### src/rtl/assert_macros.svh
// Assertion helpers shared by the allocator modules.
// Each macro takes a label, the clock, the active-low reset and the property terms.
`ifndef ASSERT_MACROS_SVH
`define ASSERT_MACROS_SVH
`ifndef SYNTHESIS
`define ASSERT_ALWAYS(label, clk, rst_n, cond) \
	label: assert property (@(posedge clk) disable iff (!rst_n) (cond)) \
		else $error("assertion failed: invariant");
`define ASSERT_IMP(label, clk, rst_n, ante, cons) \
	label: assert property (@(posedge clk) disable iff (!rst_n) (ante) |-> (cons)) \
		else $error("assertion failed: same-cycle implication");
`define ASSERT_NXT(label, clk, rst_n, ante, cons) \
	label: assert property (@(posedge clk) disable iff (!rst_n) (ante) |=> (cons)) \
		else $error("assertion failed: next-cycle implication");
`else
`define ASSERT_ALWAYS(label, clk, rst_n, cond)
`define ASSERT_IMP(label, clk, rst_n, ante, cons)
`define ASSERT_NXT(label, clk, rst_n, ante, cons)
`endif
`endif

### src/rtl/trpa_pkg.sv
package trpa_pkg;

	// Region sizes and page geometry.
	localparam int KERNEL_PAGES_MAX = 1024;
	localparam int USER_PAGES_MAX   = 32768;
	localparam int PAGE_SHIFT       = 12;

	localparam int ADDR_W  = 56;
	localparam int PAGE_W  = ADDR_W - PAGE_SHIFT;
	localparam int K_OFF_W = $clog2(KERNEL_PAGES_MAX);
	localparam int U_OFF_W = $clog2(USER_PAGES_MAX);

	// Register and counter widths.
	localparam int BASE_W  = 44;
	localparam int KCFG_W  = 11;
	localparam int UCFG_W  = 16;
	localparam int K_CNT_W = K_OFF_W + 1;
	localparam int U_CNT_W = U_OFF_W + 1;
	localparam int CNT_W   = 16;
	localparam int CFG_W   = 44;
	localparam int CFG_IDX_W = 2;

	// Configuration register indexes.
	localparam logic [CFG_IDX_W-1:0] CFG_BASE   = 2'd0;
	localparam logic [CFG_IDX_W-1:0] CFG_KCOUNT = 2'd1;
	localparam logic [CFG_IDX_W-1:0] CFG_UCOUNT = 2'd2;

	// Configuration reset values.
	localparam logic [BASE_W-1:0] BASE_RST   = 44'd524288;
	localparam logic [KCFG_W-1:0] KCOUNT_RST = 11'd1024;
	localparam logic [UCFG_W-1:0] UCOUNT_RST = 16'd31744;

	// Request codes.
	localparam logic [1:0] FN_ALLOC = 2'd0;
	localparam logic [1:0] FN_FREE  = 2'd1;
	localparam logic [1:0] FN_INIT  = 2'd2;

	// Result status codes.
	localparam logic [2:0] STAT_OK        = 3'd0;
	localparam logic [2:0] STAT_OOM       = 3'd1;
	localparam logic [2:0] STAT_UNALIGNED = 3'd2;
	localparam logic [2:0] STAT_RANGE     = 3'd3;
	localparam logic [2:0] STAT_FULL      = 3'd4;

	typedef struct packed {
		logic [1:0]        func;
		logic              kernel_sel;
		logic [ADDR_W-1:0] free_address;
	} req_t;

	typedef struct packed {
		logic [ADDR_W-1:0] page_address;
		logic [2:0]        status;
		logic [CNT_W-1:0]  free_count;
	} rsp_t;

	// Commands from the controller to the datapath.
	typedef struct packed {
		logic load_req;
		logic commit;
		logic load_out_eval;
		logic load_out_read;
	} ctrl_cmd_t;

	// Status from the datapath to the controller.
	typedef struct packed {
		logic pop;
	} dp_stat_t;

endpackage

### src/rtl/trpa_ctrl.sv
`include "assert_macros.svh"

module trpa_ctrl (
	input  logic                 clk,
	input  logic                 arst_n,
	input  logic                 in_valid,
	output logic                 in_ready,
	output logic                 out_valid,
	input  logic                 out_ready,
	input  trpa_pkg::dp_stat_t   dp_stat,
	output trpa_pkg::ctrl_cmd_t  cmd
);

	localparam logic [1:0] S_IDLE = 2'd0;
	localparam logic [1:0] S_EVAL = 2'd1;
	localparam logic [1:0] S_READ = 2'd2;

	logic [1:0] state_q;
	logic [1:0] state_d;
	logic       out_valid_q;
	logic       out_free;
	logic       load_out;

	// The result register can take a new item when empty or when being drained.
	assign out_free = !out_valid_q || out_ready;
	assign in_ready = (state_q == S_IDLE);
	assign load_out = cmd.load_out_eval || cmd.load_out_read;

	// Sequencer: take an item, evaluate it, and wait for the stack read on a pop.
	always_comb begin
		state_d = state_q;
		cmd     = '0;
		unique case (state_q)
			S_IDLE: begin
				if (in_valid) begin
					cmd.load_req = 1'b1;
					state_d      = S_EVAL;
				end
			end
			S_EVAL: begin
				if (dp_stat.pop) begin
					cmd.commit = 1'b1;
					state_d    = S_READ;
				end else if (out_free) begin
					cmd.commit        = 1'b1;
					cmd.load_out_eval = 1'b1;
					state_d           = S_IDLE;
				end
			end
			S_READ: begin
				if (out_free) begin
					cmd.load_out_read = 1'b1;
					state_d           = S_IDLE;
				end
			end
			default: begin
				state_d = S_IDLE;
			end
		endcase
	end

	// State and result-valid registers.
	always_ff @(posedge clk or negedge arst_n) begin
		if (!arst_n) begin
			state_q     <= S_IDLE;
			out_valid_q <= 1'b0;
		end else begin
			state_q <= state_d;
			if (load_out) begin
				out_valid_q <= 1'b1;
			end else if (out_ready) begin
				out_valid_q <= 1'b0;
			end
		end
	end

	assign out_valid = out_valid_q;

	`ASSERT_IMP(a_load_needs_room, clk, arst_n, load_out, out_free)
	`ASSERT_NXT(a_accept_goes_eval, clk, arst_n, in_valid && in_ready, state_q == S_EVAL)
	`ASSERT_IMP(a_read_after_eval, clk, arst_n, state_q == S_READ, $past(state_q) != S_IDLE)

endmodule

### config.mk
export PLATFORM = sky130hd
export DESIGN_NAME = trpa_ctrl
export DESIGN_NICKNAME = d
export VERILOG_FILES = /design/src/rtl/trpa_pkg.sv /design/src/rtl/trpa_ctrl.sv
export VERILOG_INCLUDE_DIRS = /design/src /design/src/rtl
export SDC_FILE = /design/constraint.sdc
export NUM_CORES = 1
export LEC_CHECK = 0
export BUFFER_PORTS_ARGS = -buffer_cell sky130_fd_sc_hd__buf_2
export CAP_MARGIN = 20
export CORE_AREA = 8 8 45 47
export DETAILED_ROUTE_END_ITERATION = 7
export DIE_AREA = 0 0 53 55
export PLACE_DENSITY_LB_ADDON = 0.08
export SYNTH_ARGS = -nofsm -noshare
export SYNTH_HDL_FRONTEND = slang
export SYNTH_SLANG_ARGS = --single-unit
### constraint.sdc
create_clock -name clk -period 1.21 [get_ports clk]
set_clock_uncertainty 0.15 [all_clocks]
set_input_delay 0.363 -clock clk [delete_from_list [all_inputs] [get_ports clk]]
set_output_delay 0.363 -clock clk [all_outputs]
set_load 0.02 [all_outputs]
==> results of run 1 <==
-- power breakdown --
group	total [uW]	internal (uW)	switching (uW)
sequential	154	125	28.4
clock	179	124	55.5
combinational	380	225	155
-- per-layer routing --
layer	track usage (%)	vias to the layer above	part of all wire (%)
met5	0	-	0
met2	7.42	11	42
met4	6.47	0	3.4
met1	5.80	100	42
met3	3.48	4	13
li1	-	114	-
-- what timing repair did --
item,4_1_cts,5_1_grt
setup buffers,3,2
pin swaps,2,1
endpoints found under the setup margin,6,6
resized for setup,13,3
hold buffers,1,0
endpoints found under the hold margin,3,0
-- cell type report --
type | count | area, um^2
flip-flops and latches | 3 | 78.8
repair buffers | 22 | 188
well taps | 16 | 20.0
fillers | 148 | 920
inverters | 1 | 3.75
multi-input cells | 14 | 148
clock buffers | 4 | 26.3
-- critical path, delay by kind of cell (launching register included) --
kind,cells,cell delay (ps)
DFF,1,400
buffers and inverters,1,130
and+or+nand+nor,2,320
-- placed cells by master (no fill, tap or decap), types with 2 or more instances in the layout --
cell type and instances:
clkbuf_4 3, buf_4 9, nand2b_4 2, buf_6 8, buf_2 4, dfrtp_2 3
-- through the flow --
stage / util (%) / worst slack, ps / power (uW) / hold WS [ps]
3_5_place_dp: 24.5 / -204 / 406 / 10.5
3_3_place_gp: 24.5 / -198 / 404 / 6.69
5_1_grt: 33.5 / -447 / 765 / 293
6_report: 33.5 / -394 / 713 / 298
2_1_floorplan: - / -172 / 311 / -82.6
4_1_cts: 31.6 / -414 / 684 / 291
-- cell families after synthesis --
logic type | count (synthesis) | synth area share, %
simple gates | 10 | 38.9
compound gates | 4 | 18.8
flops | 3 | 40.3
buf+inv | 1 | 2.01
-- registers in the layout (all words and copies together) (netlist names) --
signal     count
state_q        2
out_valid      1
-- worst max path at each step --
stage	startpoint	to	slack (ps)	cells past startpoint
floorplan	out_valid	cmd[1]	-170	2
global placement	state_q[1]	cmd[1]	-200	3
detailed placement	state_q[1]	cmd[1]	-200	3
CTS	state_q[1]	cmd[1]	-410	3
global route	state_q[1]	cmd[2]	-450	3
finish	out_valid	cmd[1]	-390	3
==> flow_metrics.py, run 1 <==
metrics = {
    "yosys": {
        "synth-edff-count": 0,
        "async_flop_share_pct": 100,
        "synth_top_area_share_pct": 40.3,
        "synth.avg_cell_area_um2": 10.4,
        "synth-seq-area-share_pct": 40.3,
        "ys_types": 14,
        "synth_flop_cell": "dfrtp_1",
        "synth_area_um2": 186,
        "syn_nets": 23,
        "synth_most_common_cell": "dfrtp_1",
        "ys_warn_count": 0,
        "synthesis.instances": 18,
        "synth_area_leaders": "dfrtp_1 (40%), nand2b_4 (7.4%), o211ai_2 (6.7%)",
        "yosys-top-cells-count": "dfrtp_1 (3), a21oi_1 (2), nor2_1 (2)",
        "yosysTopAreaCell": "dfrtp_1",
        "ys_ff_latch": 3,
    },
    "timing": {
        "fmax_mhz": 623,
        "fin_crit_ps": 1600,
        "rsz0062_at_grt": "true",
        "setup_viol": 6,
        "fin_ws_ps": -394,
        "worst_slew_pin_slew_ps": 152,
        "max_slew_margin_pct": 89.8,
        "drv_slew": 0,
        "setup_tns_ps": -2090,
        "period_share_pct": 133,
        "hold_viol": 0,
    },
    "worst_setup_path": {
        "reg2regPathDepth": 4,
        "path_max_fanout": 3,
        "cpMaxStageDelayCell": "dfrtp_2",
        "rrSetupSlack_ps": 20,
        "cp.required_ps": 700,
        "arrival_ps": 1090,
        "critPathKind": "register to output pin",
        "critPathCaptureType": "output pin",
        "rr_startpoint": "out_valid",
        "slowest_delay_ps": 400,
        "r2r-end": "out_valid",
        "critPathLaunchType": "register",
        "crit_chain": "nor2b_4 -> nor3_4 -> buf_6",
    },
    "routing": {
        "drtIter0Drc": 2,
        "drcViolationCount": 0,
        "antenna_left": 0,
        "wl_um": 670,
        "post_drt_wl_per_cell_um": 11.2,
        "viasPerCell": 3.82,
        "dr.pass1.iters": 2,
        "dr_total_vias": 229,
    },
    "global_route": {
        "grt_usage_pct": 5.69,
        "grt_pass1_vias": 244,
        "grt_pass1_wl_um": 1110,
        "grt_antenna_before_repair": 0,
        "grt_max_degree": 6,
        "grt_overflow": 0,
    },
    "clocking": {
        "cts_num_sinks": 3,
        "cts_tree": "yes",
        "numCtsBuffers": 3,
        "root_buffer": "clkbuf_4",
        "clk_path_buf_depth": 2,
        "clk_pin_slew_ps": 40,
        "clock_latency_ps": 240,
        "h-tree-depth": 1,
    },
    "placed_design": {
        "portBuffers": 10,
        "place_congestion": 0.659,
        "dp.cells": 50,
        "placed_area_um2": 339,
        "dpl.hpwl_um": 489,
    },
    "die": {
        "core_area_um2": 1380,
        "io-pin-count": 11,
        "die_h_um": 55,
        "die_w_um": 53,
        "design.die.area_um2": 2920,
        "rows": 14,
        "start_util_pct": 13.5,
    },
    "pwr": {
        "cellPowerDensity_nw_per_um2": 1540,
        "leakage_uw": 0.000216,
        "vdd_ir_drop_max_mv": 0.398,
    },
    "job": {
        "maxCapViolCount": 0,
    },
    "layout": {
        "fin_cells": 60,
        "nets": 50,
        "area_growth_pct": 149,
        "n_antenna_cell": 0,
        "drive_gt1_share_pct": 84.1,
        "design_area_um2": 464,
    },
    "outcome": {
        "status": "complete, but fails checks",
        "violations": "negative setup slack",
    },
    "min_path": {
        "hp-class": "primary input to asynchronous set/reset pin",
    },
}
Note: power is estimated with default switching activity, not from simulation.
==> run 2: changes to the inputs <==
==> constraint.sdc (replaced) <==
create_clock -name clk -period 2.1 [get_ports clk]
set_clock_uncertainty 0.15 [all_clocks]
set_input_delay 0.63 -clock clk [delete_from_list [all_inputs] [get_ports clk]]
set_output_delay 0.63 -clock clk [all_outputs]
set_load 0.02 [all_outputs]
==> run 2 against run 1 <==
Compared with the run above: the flow now finishes without violations; non-clock buffer count is 12 lower; global-route usage is 1.4 points lower; cell count is 20% lower; die area unchanged; count of clock-buffer cells in the layout did not move; worst setup slack better by 520 ps; routed wire length is 23% lower; via count down 21%; register-to-register slack improved by 1100 ps; total power fell by 59%; clock power down 44%; sequential power down 46%; highest routed layer unchanged.
==> flow_metrics.py, run 2 (synthesis results as in run 1) <==
metrics = {
    "outcome": {
        "status": "complete, no violations",
    },
    "routing": {
        "viasPerCell": 3.79,
        "drcViolationCount": 0,
        "wl_met2_um": 201,
        "post_drt_wl_per_cell_um": 10.8,
        "wl_um": 519,
        "routed.top_layer": "met4",
        "antenna_left": 0,
        "wl_met3_um": 69,
        "dr.pass1.iters": 2,
        "drtIter0Drc": 1,
        "met1_length_um": 232,
        "dr_total_vias": 182,
    },
    "timing": {
        "setup_viol": 0,
        "max_slew_margin_pct": 86.3,
        "worst_slew_pin_slew_ps": 205,
        "setup_tns_ps": 0,
        "hold_viol": 0,
        "fin_crit_ps": 1970,
        "drv_slew": 0,
        "fmax_mhz": 508,
        "period_share_pct": 93.8,
        "rsz0062_at_grt": "false",
    },
    "worst_setup_path": {
        "arrival_ps": 1190,
        "slowest_delay_ps": 190,
        "path_max_fanout": 3,
        "critical_path.most_common_cell": "buf_2",
        "critPathCaptureType": "output pin",
        "critPathLaunchType": "primary input",
        "cp.required_ps": 1320,
        "critPathKind": "primary input to output pin",
        "crit_chain": "buf_2 -> nor2b_1 -> a21oi_1 -> buf_2",
        "cp_num_buf_inv": 2,
        "cpMaxStageDelayCell": "nor2b_1",
        "cp_top_family": "buffers and inverters",
    },
    "clocking": {
        "clk_pin_slew_ps": 40,
        "hold_buffers": 0,
        "cts_num_sinks": 3,
        "clk_path_buf_depth": 2,
        "post-cts-setup-buffers": 0,
        "numCtsBuffers": 3,
        "cts_resized": 0,
        "root_buffer": "clkbuf_4",
        "h-tree-depth": 1,
        "cts_tree": "yes",
        "clock_latency_ps": 230,
    },
    "layout": {
        "layout_common_cells": "buf_2 (10), clkbuf_4 (3), dfrtp_1 (3)",
        "fillCellCount": 158,
        "postLayoutCoreUtil_pct": 20.4,
        "layout_commonest_cell": "buf_2",
        "nets": 38,
        "regMostFlops": "state_q",
        "design_area_um2": 283,
        "n_antenna_cell": 0,
        "largest_reg_flops": 2,
        "area_growth_pct": 51.7,
        "drive_gt1_share_pct": 53.1,
    },
    "pwr": {
        "power.total_uw": 291,
        "cellPowerDensity_nw_per_um2": 1030,
        "leakage_uw": 0.000140,
        "vdd_ir_drop_max_mv": 0.280,
    },
    "placed_design": {
        "dpl.hpwl_um": 429,
        "placed_area_um2": 256,
        "place_congestion": 0.732,
        "portBuffers": 10,
    },
    "min_path": {
        "hp-class": "primary input to asynchronous set/reset pin",
    },
    "die": {
        "rows": 14,
        "io-pin-count": 11,
        "die_h_um": 55,
        "start_util_pct": 13.5,
        "core_area_um2": 1380,
        "die_w_um": 53,
        "design.die.area_um2": 2920,
    },
    "global_route": {
        "grt_overflow": 0,
        "grt_pass1_vias": 198,
        "grt_antenna_before_repair": 0,
        "grt_usage_pct": 4.32,
        "grt_max_degree": 6,
        "grt_pass1_wl_um": 855,
    },
    "job": {
        "maxCapViolCount": 0,
    },
}
run 2: changes by cell type in the layout (fill, tap and decap cells not counted), moves of 2 or more:
cell / before / now
buf_2: 4 / 10
buf_4: 9 / 0
buf_6: 8 / 0
dfrtp_1: 0 / 3
dfrtp_2: 3 / 0
nor2_1: 0 / 2
run 2: routing by layer:
| metal | track usage (%) | vias to the layer above |
|---|---|---|
| li1 | - | 89 |
| met1 | 4.12 | 81 |
| met2 | 5.27 | 10 |
| met3 | 2.67 | 2 |
| met4 | 6.47 | 0 |
| met5 | 0 | - |
run 2: per-stage QoR:
step	cells	hold WS, ps	setup slack (ps)
final	48	35.1	130
after global routing	48	16.3	42.7
after detailed placement	44	279	140
after CTS	48	27.7	136
after global placement	44	279	151
after floorplan	18	184	149
run 2: worst paths after layout:
path | from | endpoint | slack (ps) | cells after the start
max | out_ready | cmd[2] | 130 | 4
max reg2reg | state_q[0] | state_q[1] | 1090 | 2
max in group asynchronous | arst_n | state_q[0] | 1660 | 1
min in group clk | state_q[1] | state_q[0] | 360 | 1
min | arst_n | out_valid | 40 | 1
min reg2reg | state_q[1] | state_q[0] | 360 | 1
run 2: report_power, final:
part / switching (uW) / internal (uW) / leakage (uW)
clock network: 30.0 / 71.2 / 0.0000150
registers: 13.9 / 70.0 / 0.0000383
logic: 61.8 / 44.3 / 0.0000864
run 2: cell type report:
cell class                      count  area [um^2]  area share, %
Multi-Input combinational cell     14          108           38.1
Sequential cell                     3         75.1           26.5
Inverter                            1         3.75           1.33
Clock buffer                        4         26.3           9.29
Timing Repair Buffer               10         50.0           17.7
Tap cell                           16         20.0           7.08
